**src/hdl/dfdl_pkg.sv**
```systemverilog
package dfdl_pkg;

   // field widths
   localparam int SAMPLE_W    = 16;
   localparam int LP_W        = 24;
   localparam int GAIN_W      = 16;
   localparam int DELAY_LEN_W = 12;
   localparam int CSR_INDEX_W = 2;
   localparam int CSR_DATA_W  = 16;

   // register indexes
   localparam logic [CSR_INDEX_W-1:0] REG_DELAY_LENGTH = 2'd0;
   localparam logic [CSR_INDEX_W-1:0] REG_REFLECTION   = 2'd1;
   localparam logic [CSR_INDEX_W-1:0] REG_DAMPING      = 2'd2;

   // reset values of the registers
   localparam logic [DELAY_LEN_W-1:0] DELAY_LENGTH_RESET = 12'd2;

   typedef logic signed [SAMPLE_W-1:0] sample_type;
   typedef logic signed [LP_W-1:0]     lowpass_type;
   typedef logic [GAIN_W-1:0]          gain_type;

   // commands from the sequencer to the datapath
   typedef struct packed {
      logic read;      // beat accepted: capture sample, read delayed entry
      logic mul1;      // lowpass difference times coefficient
      logic lp;        // round, add and saturate the lowpass state
      logic mul2;      // reflection times lowpass state
      logic commit;    // write the fed-back sample, advance pointer
      logic out_load;  // load the delayed sample into the output register
   } cmd_type;

endpackage

```
**src/hdl/dfdl_ctrl.sv**
```systemverilog
module dfdl_ctrl (
   input  logic             clock,
   input  logic             reset,
   input  logic             req_valid,
   output logic             req_ready,
   input  logic             rsp_ready,
   output logic             rsp_valid,
   output dfdl_pkg::cmd_type cmd
);
   import dfdl_pkg::*;

   localparam logic [2:0] S_IDLE  = 3'd0;
   localparam logic [2:0] S_MUL1  = 3'd1;
   localparam logic [2:0] S_LP    = 3'd2;
   localparam logic [2:0] S_MUL2  = 3'd3;
   localparam logic [2:0] S_WRITE = 3'd4;
   localparam logic [2:0] S_SEND  = 3'd5;

   logic [2:0] state_ff, state_in;
   logic       rsp_valid_ff, rsp_valid_in;
   logic       out_free;

   // output register can take a new beat
   assign out_free = !rsp_valid_ff || rsp_ready;

   // sequencer
   always_comb begin
      state_in  = state_ff;
      cmd       = '0;
      req_ready = 1'b0;
      unique case (state_ff)
         S_IDLE: begin
            req_ready = 1'b1;
            if (req_valid) begin
               cmd.read = 1'b1;
               state_in = S_MUL1;
            end
         end
         S_MUL1: begin
            cmd.mul1 = 1'b1;
            state_in = S_LP;
         end
         S_LP: begin
            cmd.lp   = 1'b1;
            state_in = S_MUL2;
         end
         S_MUL2: begin
            cmd.mul2 = 1'b1;
            state_in = S_WRITE;
         end
         S_WRITE: begin
            cmd.commit = 1'b1;
            if (out_free) begin
               cmd.out_load = 1'b1;
               state_in     = S_IDLE;
            end else begin
               state_in = S_SEND;
            end
         end
         S_SEND: begin
            if (out_free) begin
               cmd.out_load = 1'b1;
               state_in     = S_IDLE;
            end
         end
         default: begin
            state_in = S_IDLE;
         end
      endcase
   end

   // result valid flag
   always_comb begin
      priority if (cmd.out_load) begin
         rsp_valid_in = 1'b1;
      end else if (rsp_ready) begin
         rsp_valid_in = 1'b0;
      end else begin
         rsp_valid_in = rsp_valid_ff;
      end
   end

   always_ff @(posedge clock) begin
      if (reset) begin
         state_ff     <= S_IDLE;
         rsp_valid_ff <= 1'b0;
      end else begin
         state_ff     <= state_in;
         rsp_valid_ff <= rsp_valid_in;
      end
   end

   assign rsp_valid = rsp_valid_ff;

endmodule

```
**config.mk**
```make
export PLATFORM = sky130hd
export DESIGN_NAME = dfdl_ctrl
export DESIGN_NICKNAME = d
export VERILOG_FILES = /design/src/hdl/dfdl_pkg.sv /design/src/hdl/dfdl_ctrl.sv
export SDC_FILE = /design/constraint.sdc
export NUM_CORES = 1
export LEC_CHECK = 0
export BUFFER_PORTS_ARGS = -buffer_cell sky130_fd_sc_hd__buf_2
export CORE_AREA = 5 5 42 44
export CTS_CLUSTER_DIAMETER = 150
export DETAILED_ROUTE_END_ITERATION = 10
export DIE_AREA = 0 0 47 49
export GPL_TIMING_DRIVEN = 0
export SETUP_SLACK_MARGIN = 0.02
export SLEW_MARGIN = 20
export SYNTH_ARGS = -nofsm -noshare
export SYNTH_HDL_FRONTEND = slang
export SYNTH_SLANG_ARGS = --single-unit
```
**constraint.sdc**
```tcl
create_clock -name clock -period 1.7 [get_ports clock]
set_input_delay 0.34 -clock clock [delete_from_list [all_inputs] [get_ports clock]]
set_output_delay 0.34 -clock clock [all_outputs]
set_load 0.005 [all_outputs]
```
Yosys cells after proc, flatten, opt, wreduce, memory -nomap -nowiden

Cells that the tools add are included.

$add $sub $neg: 0
$mul: 0
Divide/modulo/power cells: 0
$lt $le $gt $ge: 0
Equality and inequality tests: 7
Shift operators: 0
Multiplexer cells: 15
Bitwise logic cells: 0
Reductions and logical operators: 6

Operators with widths:

| operator                                             | number |
|---|---|
| case mux 3 bit (6 select lines)                      | 1 |
| two-way mux 1 bit                                    | 11 |
| two-way mux 3 bit                                    | 3 |
| equality test 3 x 2 -> 1 bit (second input constant) | 2 |
| equality test 3 bit (second input constant)          | 2 |
| inequality test 2 bit (second input constant)        | 2 |
| equality test 3 x 1 -> 1 bit (second input constant) | 1 |
| logical NOT 3 bit                                    | 1 |
| AND reduction 2 bit                                  | 1 |
| nonzero test 2 bit                                   | 1 |
| OR reduction 2 bit                                   | 1 |
| logical NOT 1 bit                                    | 1 |
| logical OR 1 bit                                     | 1 |

Bits in registers: 4
Latch bits: 0
RAM bits: 0
Bits in read-only memories: 0
Input port bits: 4
Memories: 0

Depth between registers and ports, before layout

Gate-level depths: netlist (run 1).

Depth after elaboration: 5
Gate-level depth with buffers: 3

Least setup slack after synthesis (run 1)

Ideal clock, no wire load.

Path type: register -> output
Start point: register state_ff[0]
End point: output cmd[5] in the netlist's numbering
Data arrival time: 0.752 ns
Data required time: 1.360 ns
Setup slack: 0.608 ns
Cell stages (with the launch flop): 3
Buffers on the path: 0
Cell sequence: dfxtp_1 -> nor3_1 -> and2_1

RTL lines:

| what                     | RTL line        | RTL |
|---|---|---|
| start: declaration       | dfdl_ctrl.sv:19 | `logic [2:0] state_ff, state_in;` |
| start signal: assignment | dfdl_ctrl.sv:88 | `state_ff <= state_in;` |
| end: declaration         | dfdl_ctrl.sv:8  | `output dfdl_pkg::cmd_type cmd` |

==> results.md, run 1 <==
- Layout area overhead: 48.15%
- Fin nets: 43
- Die width: roughly 47 µm
- Commonest non-fill, non-tap cell in the layout: buf_2
- Post-route clock period utilization: 83.72%
- Post-route cell area: about 300 µm²
- Seq/Total Area, Yosys: 39.51%
- WHS Endpoint: state_ff[2]
- Area post-placement: 277.8 µm²
- CP Cell Sequence: nand2b_4, nor2b_1, buf_4, buf_2
- Non-filler instance count after layout: 53
- Port Buf Inserts: 11
- Drt wl/cell: between 8 and 9 µm
- Sink Count: 4
- Most frequent cells in the layout: buf_2, nor2_1, dfxtp_1, clkbuf_4
- GR peak layer: met2
- ANT cells: 0
- Synth Flop Type: dfxtp_1
- Core footprint: approximately 0.0014 mm²
- Total grt overflow: 0
- Final Hold Viols: 0
- Row Count: 14
- Vias in the first global route: 198
- Cts repair resizes: 0
- GRT Util Overall: about 5.4%
- CTS buffer count: 3
- I/O Pins: 12
- Place WS: slightly below 400 ps
- CTS clk-pin slew, worst paths: about 40 ps
- H-tree depth: 1
- RR Endpoint: state_ff[2]
- Clock buffer depth: 2
- Post-synth EDFFs: 0
- Reg2reg setup slack: around 750 ps
- Ys async rst share: 0%
- First-pass GRT wire length: between 700 and 800 µm
- Endpoints failing setup: 0
- CP peak stage delay: about 440 ps
- Slowest CP cell: dfxtp_1
- Mapped Cells: 23
- Vias per cell: about 3.8
- Least-Margin Pin Slew: around 260 ps
- GR Util met2: roughly 7.0%
- Syn Area/Cell: 8.813 µm²
- DIE AREA: about 0.0023 mm²
- Dpl cells: 50
- Share of cells above drive strength 1: 51.35%
- Initial antenna violation count: 0
- Routability cong.: 0.6701
- Worst path required time: between 1000 and 1500 ps
- Setup crit start kind: flop
- Total chip power: between 200 and 300 µW
- Via count: roughly 200
- M3 GR Usage: roughly 3.3%
- P per Cell Area: 887.4 mW/mm²
- Initial DRC count: 0
- Synth cell types: 15
- Setup TNS Final: 0 ps
- Remaining DRCs: 0
- Fmax: ~700 MHz
- TritonCTS clock tree: done
- CP Capture Type: output port
- Hold Path Class: in -> reg
- Chip Height: roughly 49 µm
- Met1 Resource Use GR: between 4 and 5%
- Number of post-CTS setup repair buffers: 0
- Starting density of the core: around 14%
- Final Max Slew Viols: 0
- Total Wirelength: approximately 470 µm
- Hold Path Origin: reset
- Worst R2R Path Depth: 3
- Final worst-path setup slack: 276.7 ps
- Fillers: about 180
- Synthesized flop and latch total: 4
- Relative slew slack: 82.80%
- Static Leak: ~0.14 nW
- Pin count of the biggest net entering global routing: 7
- Root Driver: clkbuf_4
- Critical path class: reg -> out
- Synthesized area: around 200 µm²
- Worst r2r src: state_ff[2]
- Antenna viol nets, final: 0
- Yosys Warn Count: 0
- Worst Hold Depth: 2
- Max-capacitance violation count: 0
- Fin crit period: roughly 1400 ps
- Clock skew: 5.083 ps
- Detailed Place HPWL: ~370 µm
- Crit path DAT: between 1000 and 1500 ps
- CTS Hold Bufs: 0
- Peak supply drop: ~0.18 mV
- RSZ-0062 raised after global routing: false
- Syn_nets: 27
- Outcome: completed
- Drt pass-1 iters: 1
- Crit-path max FO: 6
- Clk Latency, worst-skew pair: between 200 and 250 ps
registers in the layout, summed over array words and instances (netlist names):
name       count
rsp_valid      1
state_ff       3
final cells by class:
class                      instances  area, µm²  share of cell area (%)
clock buffer                       3      22.52                   7.500
inverter                           1      3.754                   1.250
timing repair buffer              11      55.05                   18.33
multi-input combinational         17      111.4                   37.08
sequential                         4      80.08                   26.67
tap                               16      20.02                   6.667
buffer                             1      7.507                   2.500
synthesized netlist by cell type, types with 2 or more instances:
cell type  number  area share, %
dfxtp_1         4             40
nor2_1          4            7.4
a21oi_2         2            8.6
nor3b_1         2            7.4
worst max-delay path, delay by kind of cell, from the launching register on:
kind,cells,cell delay [ps]
buffers and inverters,2,200
flip-flops,1,440
AND/OR/NAND/NOR,2,200
stage by stage:
| step | utilization [%] | hold slack [ps] |
|---|---|---|
| 6_report | 21.43 | 313.3 |
| 2_1_floorplan | - | 402.4 |
| 4_1_cts | 21.43 | 306.5 |
| 3_3_place_gp | 19.82 | 510.6 |
| 5_1_grt | 21.43 | 308.0 |
| 3_5_place_dp | 19.82 | 521.9 |
where the power goes:
group	leakage, nW	internal [mW]	switching (mW)
combinational	0.0985	0.0218	0.0162
clock	0.0138	0.0793	0.0433
sequential	0.0327	0.0993	0.00664
cell families (layout without fill, tap and decap cells):
kind of cell / count (synthesis) / after routing / share of synthesized area (%)
buffers and inverters: 2 / 16 / 5.555
AOI/OAI and AO/OA: 4 / 4 / 13.58
and+or+nand+nor: 13 / 13 / 41.36
DFF: 4 / 4 / 39.51
how the worst max path moves through the flow:
| stage | startpoint | endpoint | slack, ps | cells past startpoint |
|---|---|---|---|---|
| 6_report | state_ff[2] | cmd[0] | 280 | 4 |
| 4_1_cts | state_ff[2] | cmd[0] | 240 | 4 |
| 2_1_floorplan | state_ff[0] | cmd[5] | 610 | 2 |
| 3_3_place_gp | rsp_ready | cmd[0] | 400 | 5 |
| 5_1_grt | state_ff[2] | cmd[0] | 180 | 4 |
| 3_5_place_dp | rsp_ready | cmd[0] | 400 | 5 |
routing by layer:
| layer | share of wire [%] | vias to the layer above | routed length, µm |
|---|---|---|---|
| li1 | - | 105 | - |
| met1 | 36 | 83 | 167 |
| met2 | 44 | 10 | 206 |
| met3 | 13 | 3 | 62 |
| met4 | 6.2 | 0 | 29 |
| met5 | 0 | - | 0 |
(Power assumes the default switching activity.)
==> run 2, diff against run 1 <==
- clock period: 1.7 -> 1.3 ns (I/O delays scaled with it)
==> run 2 against run 1 <==
Compared with the run above:
- non-clock buffer count grew 1
- power grew 34%
- worst hold slack got worse by 87 ps
- sequential power increased by 34%
- global-route usage did not move
==> results.md, run 2 (synthesized netlist as in run 1, its figures left out) <==
- Drt wl/cell: 9.167 µm (+4.5%)
- Multi-input gate area: 132.6 µm² (+19%)
- Reg with most FFs: state_ff
- RSZ-0062 raised after global routing: true
- Most frequent cells in the layout: buf_2, nor2_1, clkbuf_4
- Register Area: 88.84 µm² (+11%)
- Fillers: 171 (-4.5%)
- Crit path DAT: 1000 ps (-80 ps)
- Psw: 89.88 µW (+36%)
- H-tree depth: 1 (unchanged)
- Worst r2r src: state_ff[1]
- Post-route clock period utilization: a little over nine tenths
- Remaining DRCs: 0 (unchanged)
- Non-filler instance count after layout: 54 (+1.9%)
- ANT cells: 0 (unchanged)
- Fmax: 794.9 MHz
- Sink Count: 4 (unchanged)
- CTS buffer count: 3 (unchanged)
- Antenna viol nets, final: 0 (unchanged)
- Clk pwr share: 44.5% (-1.5 points)
- Port Buf Inserts: 11 (unchanged)
- Final Hold Viols: 0 (unchanged)
- Total Wirelength: 495 µm (+6.5%)
- Drt pass-1 iters: 1 (unchanged)
- Sequential power share: 39.7% (about the same)
- Core footprint: 0.001401 mm² (unchanged)
- Fin nets: 44 (+2.3%)
- Starting density of the core: 14.46% (unchanged)
- Worst path required time: 1040 ps (-320 ps)
- Max reg flops: 3 (unchanged)
- Final worst-path setup slack: 42.04 ps (-234.7 ps)
- Vias in the first global route: 198 (unchanged)
- Vias per cell: 3.944 (+4.0%)
- Dpl cells: 50 (unchanged)
- Crit-path max FO: 6 (unchanged)
- Share of cells above drive strength 1: 68.42% (+17 points)
- Detailed Place HPWL: 371.6 µm (unchanged)
- Final Max Slew Viols: 0 (unchanged)
- Initial antenna violation count: 0 (unchanged)
- TritonCTS clock tree: done
- Fin crit period: between 1000 and 1500 ps
- Switching share of power: 25.12% (+0.30 points)
- Initial DRC count: 0 (unchanged)
- Clock skew: 3.961 ps (-1.122 ps)
- CTS clk-pin slew, worst paths: 40 ps (about the same)
- Total chip power: 357.7 µW (+34%)
- Row Count: 14 (unchanged)
- P per Cell Area: 1059 mW/mm² (+19%)
- Clk Latency, worst-skew pair: 240 ps (about the same)
- Endpoints failing setup: 0 (unchanged)
- Outcome: completed
- DIE AREA: 0.002303 mm² (unchanged)
- Max-capacitance violation count: 0 (unchanged)
- Root Driver: clkbuf_4
- Die width: 47 µm (unchanged)
- Peak supply drop: 0.1802 mV (+0.43%)
- Place WS: 156.6 ps (-240.0 ps)
- Pin count of the biggest net entering global routing: 7 (unchanged)
- Layout area overhead: 66.67%
- I/O Pins: 12 (unchanged)
- Reg2reg setup slack: 370 ps (-380 ps)
- Static Leak: 0.1607 nW (+11%)
- Setup crit start kind: flop
- Relative slew slack: 83.26% (+0.46 points)
- Worst R2R Path Depth: 3 (unchanged)
- Hold Path Class: in -> reg
- CTS Hold Bufs: 0 (unchanged)
- Comb pwr share: 15.9% (+1.7 points)
- Critical path class: reg -> out
- Pint: 267.9 µW (+34%)
- First-pass GRT wire length: 786 µm (unchanged)
- Setup crit end: cmd[5]
- Total grt overflow: 0 (unchanged)
- Commonest non-fill, non-tap cell in the layout: buf_2
- RR Endpoint: state_ff[2]
- GRT Util Overall: 5.423% (unchanged)
- Clock buffer depth: 2 (unchanged)
- Least-Margin Pin Slew: 248.5 ps (-6.805 ps)
- Chip Height: 49 µm (unchanged)
- CP startpoint: state_ff[1]
- CP Capture Type: output port
- Via count: 213 (+6.0%)
- Routability cong.: 0.6701 (unchanged)
-- run 2: changes by cell type in the layout (fill, tap and decap cells not counted), moves of 2 or more --
cell / delta
dfxtp_1: -3
dfxtp_4: +2
nor3b_1: -2
nor3b_2: +2
-- run 2: how the worst min path moves through the flow --
stage	slack, ps	from	cells after the start	endpoint
after floorplan	320	reset	1	state_ff[0]
after global placement	480	reset	2	state_ff[0]
after detailed placement	480	reset	2	state_ff[0]
after CTS	220	reset	2	state_ff[2]
after global routing	220	reset	2	state_ff[2]
final	230	reset	2	state_ff[2]
-- run 2: routing by layer --
| metal | up-vias | part of all wire, % | global-route usage (%) |
|---|---|---|---|
| met3 | 3 | 13 | 3.321 |
| li1 | 109 | - | - |
| met5 | - | 0 | 0 |
| met2 | 10 | 43 | 7.014 |
| met1 | 91 | 38 | 4.835 |
| met4 | 0 | 5.9 | 6.912 |
-- run 2: final cells by class --
type / instances / share of cell area, %
Multi-Input combinational cell: 17 / 39.26
Inverter: 1 / 1.111
Timing Repair Buffer: 13 / 20.74
Sequential cell: 4 / 26.30
Tap cell: 16 / 5.926
Clock buffer: 3 / 6.667
-- run 2: worst max-delay path: stages, from the launching register on --
cell     delay [ps]
dfxtp_4         360
nor3_4          170
and2_1          130
buf_2           100
-- run 2: through the flow --
step           setup TNS, ps  cell area, µm²  hold WS [ps]  utilization, %
6_report                   0           337.8         225.8           24.11
3_3_place_gp               0           277.8         476.9           19.82
2_1_floorplan              0           202.7         322.4               -
3_5_place_dp               0           277.8         483.8           19.82
5_1_grt               -8.556           337.8         220.3           24.11
4_1_cts               -37.37           307.8         219.1           21.96
-- run 2: power by group through the flow --
| stage | Combinational [mW] | Clock (mW) | Sequential [mW] |
|---|---|---|---|
| after floorplan | 0.0278 | 0 | 0.138 |
| after global placement | 0.0504 | 0 | 0.140 |
| after detailed placement | 0.0506 | 0 | 0.141 |
| after CTS | 0.0517 | 0.170 | 0.140 |
| after global routing | 0.0615 | 0.179 | 0.143 |
| final | 0.0567 | 0.159 | 0.142 |
-- run 2: what timing repair did --
action / in CTS / in global routing
setup buffers: 0 / 2
pin swaps: 0 / 1
cloned: 0 / 0
resized for setup: 3 / 6
setup endpoints to repair: 5 / 6
==> run 3, diff against run 2 <==
- ABC_AREA: default -> 1
- clock period: 1.3 -> 1.56 ns (I/O delays scaled with it)
==> run 3 against run 2 <==
Compared with the run above:
- worst setup slack improved by 61 ps
- global-route usage rose by 1.1 points
- first-iteration DRC count is 4 higher
- die area stayed put
- count of clock-buffer cells in the layout stayed put
- cell count up 20%
- sequential power fell by 11%
- clock power fell by 19%
- combinational power up 25%
- via count increased by 18%
- critical path depth increased by 2
- critical path type unchanged
- critical endpoint is now cmd[0]
==> results.md, run 3 <==
- Outcome: completed
- Mapped Cells: 35 (+52%)
- Worst Hold Depth: 2 (unchanged)
- Total Wirelength: 618 µm (+25%)
- Max-capacitance violation count: 0 (unchanged)
- RSZ-0062 raised after global routing: false
- Fmax: between 600 and 700 MHz
- CTS buffer count: 3 (unchanged)
- Top cells by area, synth: dfxtp_1, inv_1, nor2_1
- Starting density of the core: 15.71% (+1.3 points)
- First-pass GRT wire length: 993 µm (+26%)
- Die width: 47 µm (unchanged)
- Synthesized flop and latch total: 4 (unchanged)
- M3 GR Usage: 4.059% (+0.74 points)
- Syn_nets: 39 (+44%)
- Synth area leader: dfxtp_1
- Synth Flop Type: dfxtp_1
- Ys async rst share: 0% (unchanged)
- Fin crit period: approximately 1500 ps
- Worst path required time: 1250 ps (+210 ps)
- Drt wl/cell: 9.508 µm (+3.7%)
- Core footprint: 0.001401 mm² (unchanged)
- GR Util met2: 10.41% (+3.4 points)
- CTS clk-pin slew, worst paths: 40 ps (about the same)
- Critical path class: reg -> out
- Crit path DAT: 1140 ps (+140 ps)
- CP Cell Sequence: nor2_4, nand2_2, a21oi_2, buf_4, buf_2
- Drt pass-1 iters: 2 (+1)
- Least-Margin Pin Slew: 255.8 ps (+7.292 ps)
- Synth cell types: 12 (-3)
- TritonCTS clock tree: done
- Cell with the most instances after synthesis: inv_1
- Remaining DRCs: 0 (unchanged)
- Relative slew slack: 82.82% (-0.44 points)
- Setup TNS Final: 0 ps (unchanged)
- Fin util: 23.93% (-0.18 points)
- CTS Hold Bufs: 0 (unchanged)
- Sink Count: 4 (unchanged)
- GR peak layer: met2
- Final Max Slew Viols: 0 (unchanged)
- Chip Height: 49 µm (unchanged)
- Hold Path Class: in -> reg
- Synthesized area: 220.2 µm² (+8.6%)
- Fin nets: 55 (+25%)
- Post-route clock period utilization: about 93%
- CP Buf/Inv Count: 2 (+1)
- Via count: 251 (+18%)
- P per Cell Area: 967.7 mW/mm² (-8.6%)
- Peak supply drop: 0.2521 mV (+40%)
- DIE AREA: 0.002303 mm² (unchanged)
- Kind of cell adding the most delay to the critical path: flip-flops
- GRT Util Overall: 6.474% (+1.1 points)
- CP peak stage delay: 350 ps (about the same)
- Post-synth EDFFs: 0 (unchanged)
- Clk Latency, worst-skew pair: 230 ps (about the same)
- Antenna viol nets, final: 0 (unchanged)
- CP Capture Type: output port
- Pin count of the biggest net entering global routing: 8 (+1)
- Max reg flops: 3 (unchanged)
- Critical Path Stages: 5 (+2)
- Initial DRC count: 4 (+4)
- Crit-path max FO: 5 (-1)
- Initial antenna violation count: 0 (unchanged)
- Vias in the first global route: 260 (+31%)
- Static Leak: 0.1875 nW (+17%)
- Detailed Place HPWL: 479.1 µm (+29%)
- Clock skew: 2.180 ps (-1.781 ps)
- Final Hold Viols: 0 (unchanged)
- Seq/Total Area, Yosys: 36.36% (-3.1 points)
- Layout area overhead: 52.27%
- Yosys top cell area share: 36.36% (-3.1 points)
- Met1 Resource Use GR: 5.044% (+0.21 points)
- Root Driver: clkbuf_4
- Row Count: 14 (unchanged)
- Yosys Warn Count: 0 (unchanged)
- Syn Area/Cell: 6.292 µm² (-29%)
- Clock buffer depth: 2 (unchanged)
- Setup crit start kind: flop
- Number of post-CTS setup repair buffers: 0 (unchanged)
- Total grt overflow: 0 (unchanged)
- Slowest CP cell: dfxtp_2
- Commonest non-fill, non-tap cell in the layout: buf_2
- H-tree depth: 1 (unchanged)
- Most frequent cells in the layout: buf_2, inv_1, nor2_1
- Commonest cells post-synth: inv_1, nor2_1, dfxtp_1, nand2_1, o21ai_0
- I/O Pins: 12 (unchanged)
- ANT cells: 0 (unchanged)
- Worst R2R Path Depth: 6 (+3)
- Port Buf Inserts: 11 (unchanged)
- Endpoints failing setup: 0 (unchanged)
- Share of cells above drive strength 1: 44.90% (-24 points)
- Total chip power: 324.5 µW (-9.3%)
- Reg with most FFs: state_ff
- Vias per cell: 3.862 (-2.1%)
- Routability cong.: 0.6806 (+1.6%)
run 3: cell families after synthesis:
group / Yosys count / synth area share [%]
flip-flops: 4 / 36.37
AND/OR/NAND/NOR: 16 / 31.82
buffers and inverters: 9 / 17.05
AO/OA/AOI/OAI: 6 / 14.77
run 3: what timing repair did:
action / CTS / global route
endpoints found under the setup margin: 1 / 1
resized for setup: 1 / 7
pin swaps: 0 / 2
run 3: power breakdown:
group / leakage (nW) / internal [mW] / total (mW) / switching (mW)
combinational: 0.140 / 0.0347 / 0.0708 / 0.0361
sequential: 0.0338 / 0.112 / 0.126 / 0.0136
clock: 0.0138 / 0.0860 / 0.128 / 0.0417
run 3: stage by stage:
| step | hold WS [ps] | setup WS, ps | instances | instance area [µm²] |
|---|---|---|---|---|
| after CTS | 245.7 | 43.10 | 65 | 321.6 |
| after detailed placement | 502.1 | 279.1 | 62 | 295.3 |
| after global routing | 242.2 | 19.22 | 65 | 335.3 |
| after global placement | 494.5 | 303.1 | 62 | 295.3 |
| after floorplan | 384.4 | 458.0 | 35 | 220.2 |
| final | 246.6 | 103.1 | 65 | 335.3 |
run 3: layer usage:
layer	share of wire (%)	wire (µm)
met3	7.8	48
met4	0	0
met1	31	191
met2	61	378
met5	0	0
run 3: final cells by class:
class / count / area (µm²)
fillers: 173 / 1066
multi-input cells: 22 / 116.4
flip-flops and latches: 4 / 83.83
repair buffers: 11 / 55.05
inverters: 8 / 30.03
clock buffers: 3 / 22.52
well taps: 16 / 20.02
plain buffers: 1 / 7.507
run 3: path summary, 6_finish.rpt:
kind / startpoint / to / slack [ps]
worst max-delay path: state_ff[1] / cmd[0] / 100
worst max register to register: rsp_valid / state_ff[2] / 510
worst min-delay path: reset / state_ff[0] / 250
worst min register to register: rsp_valid / state_ff[0] / 630
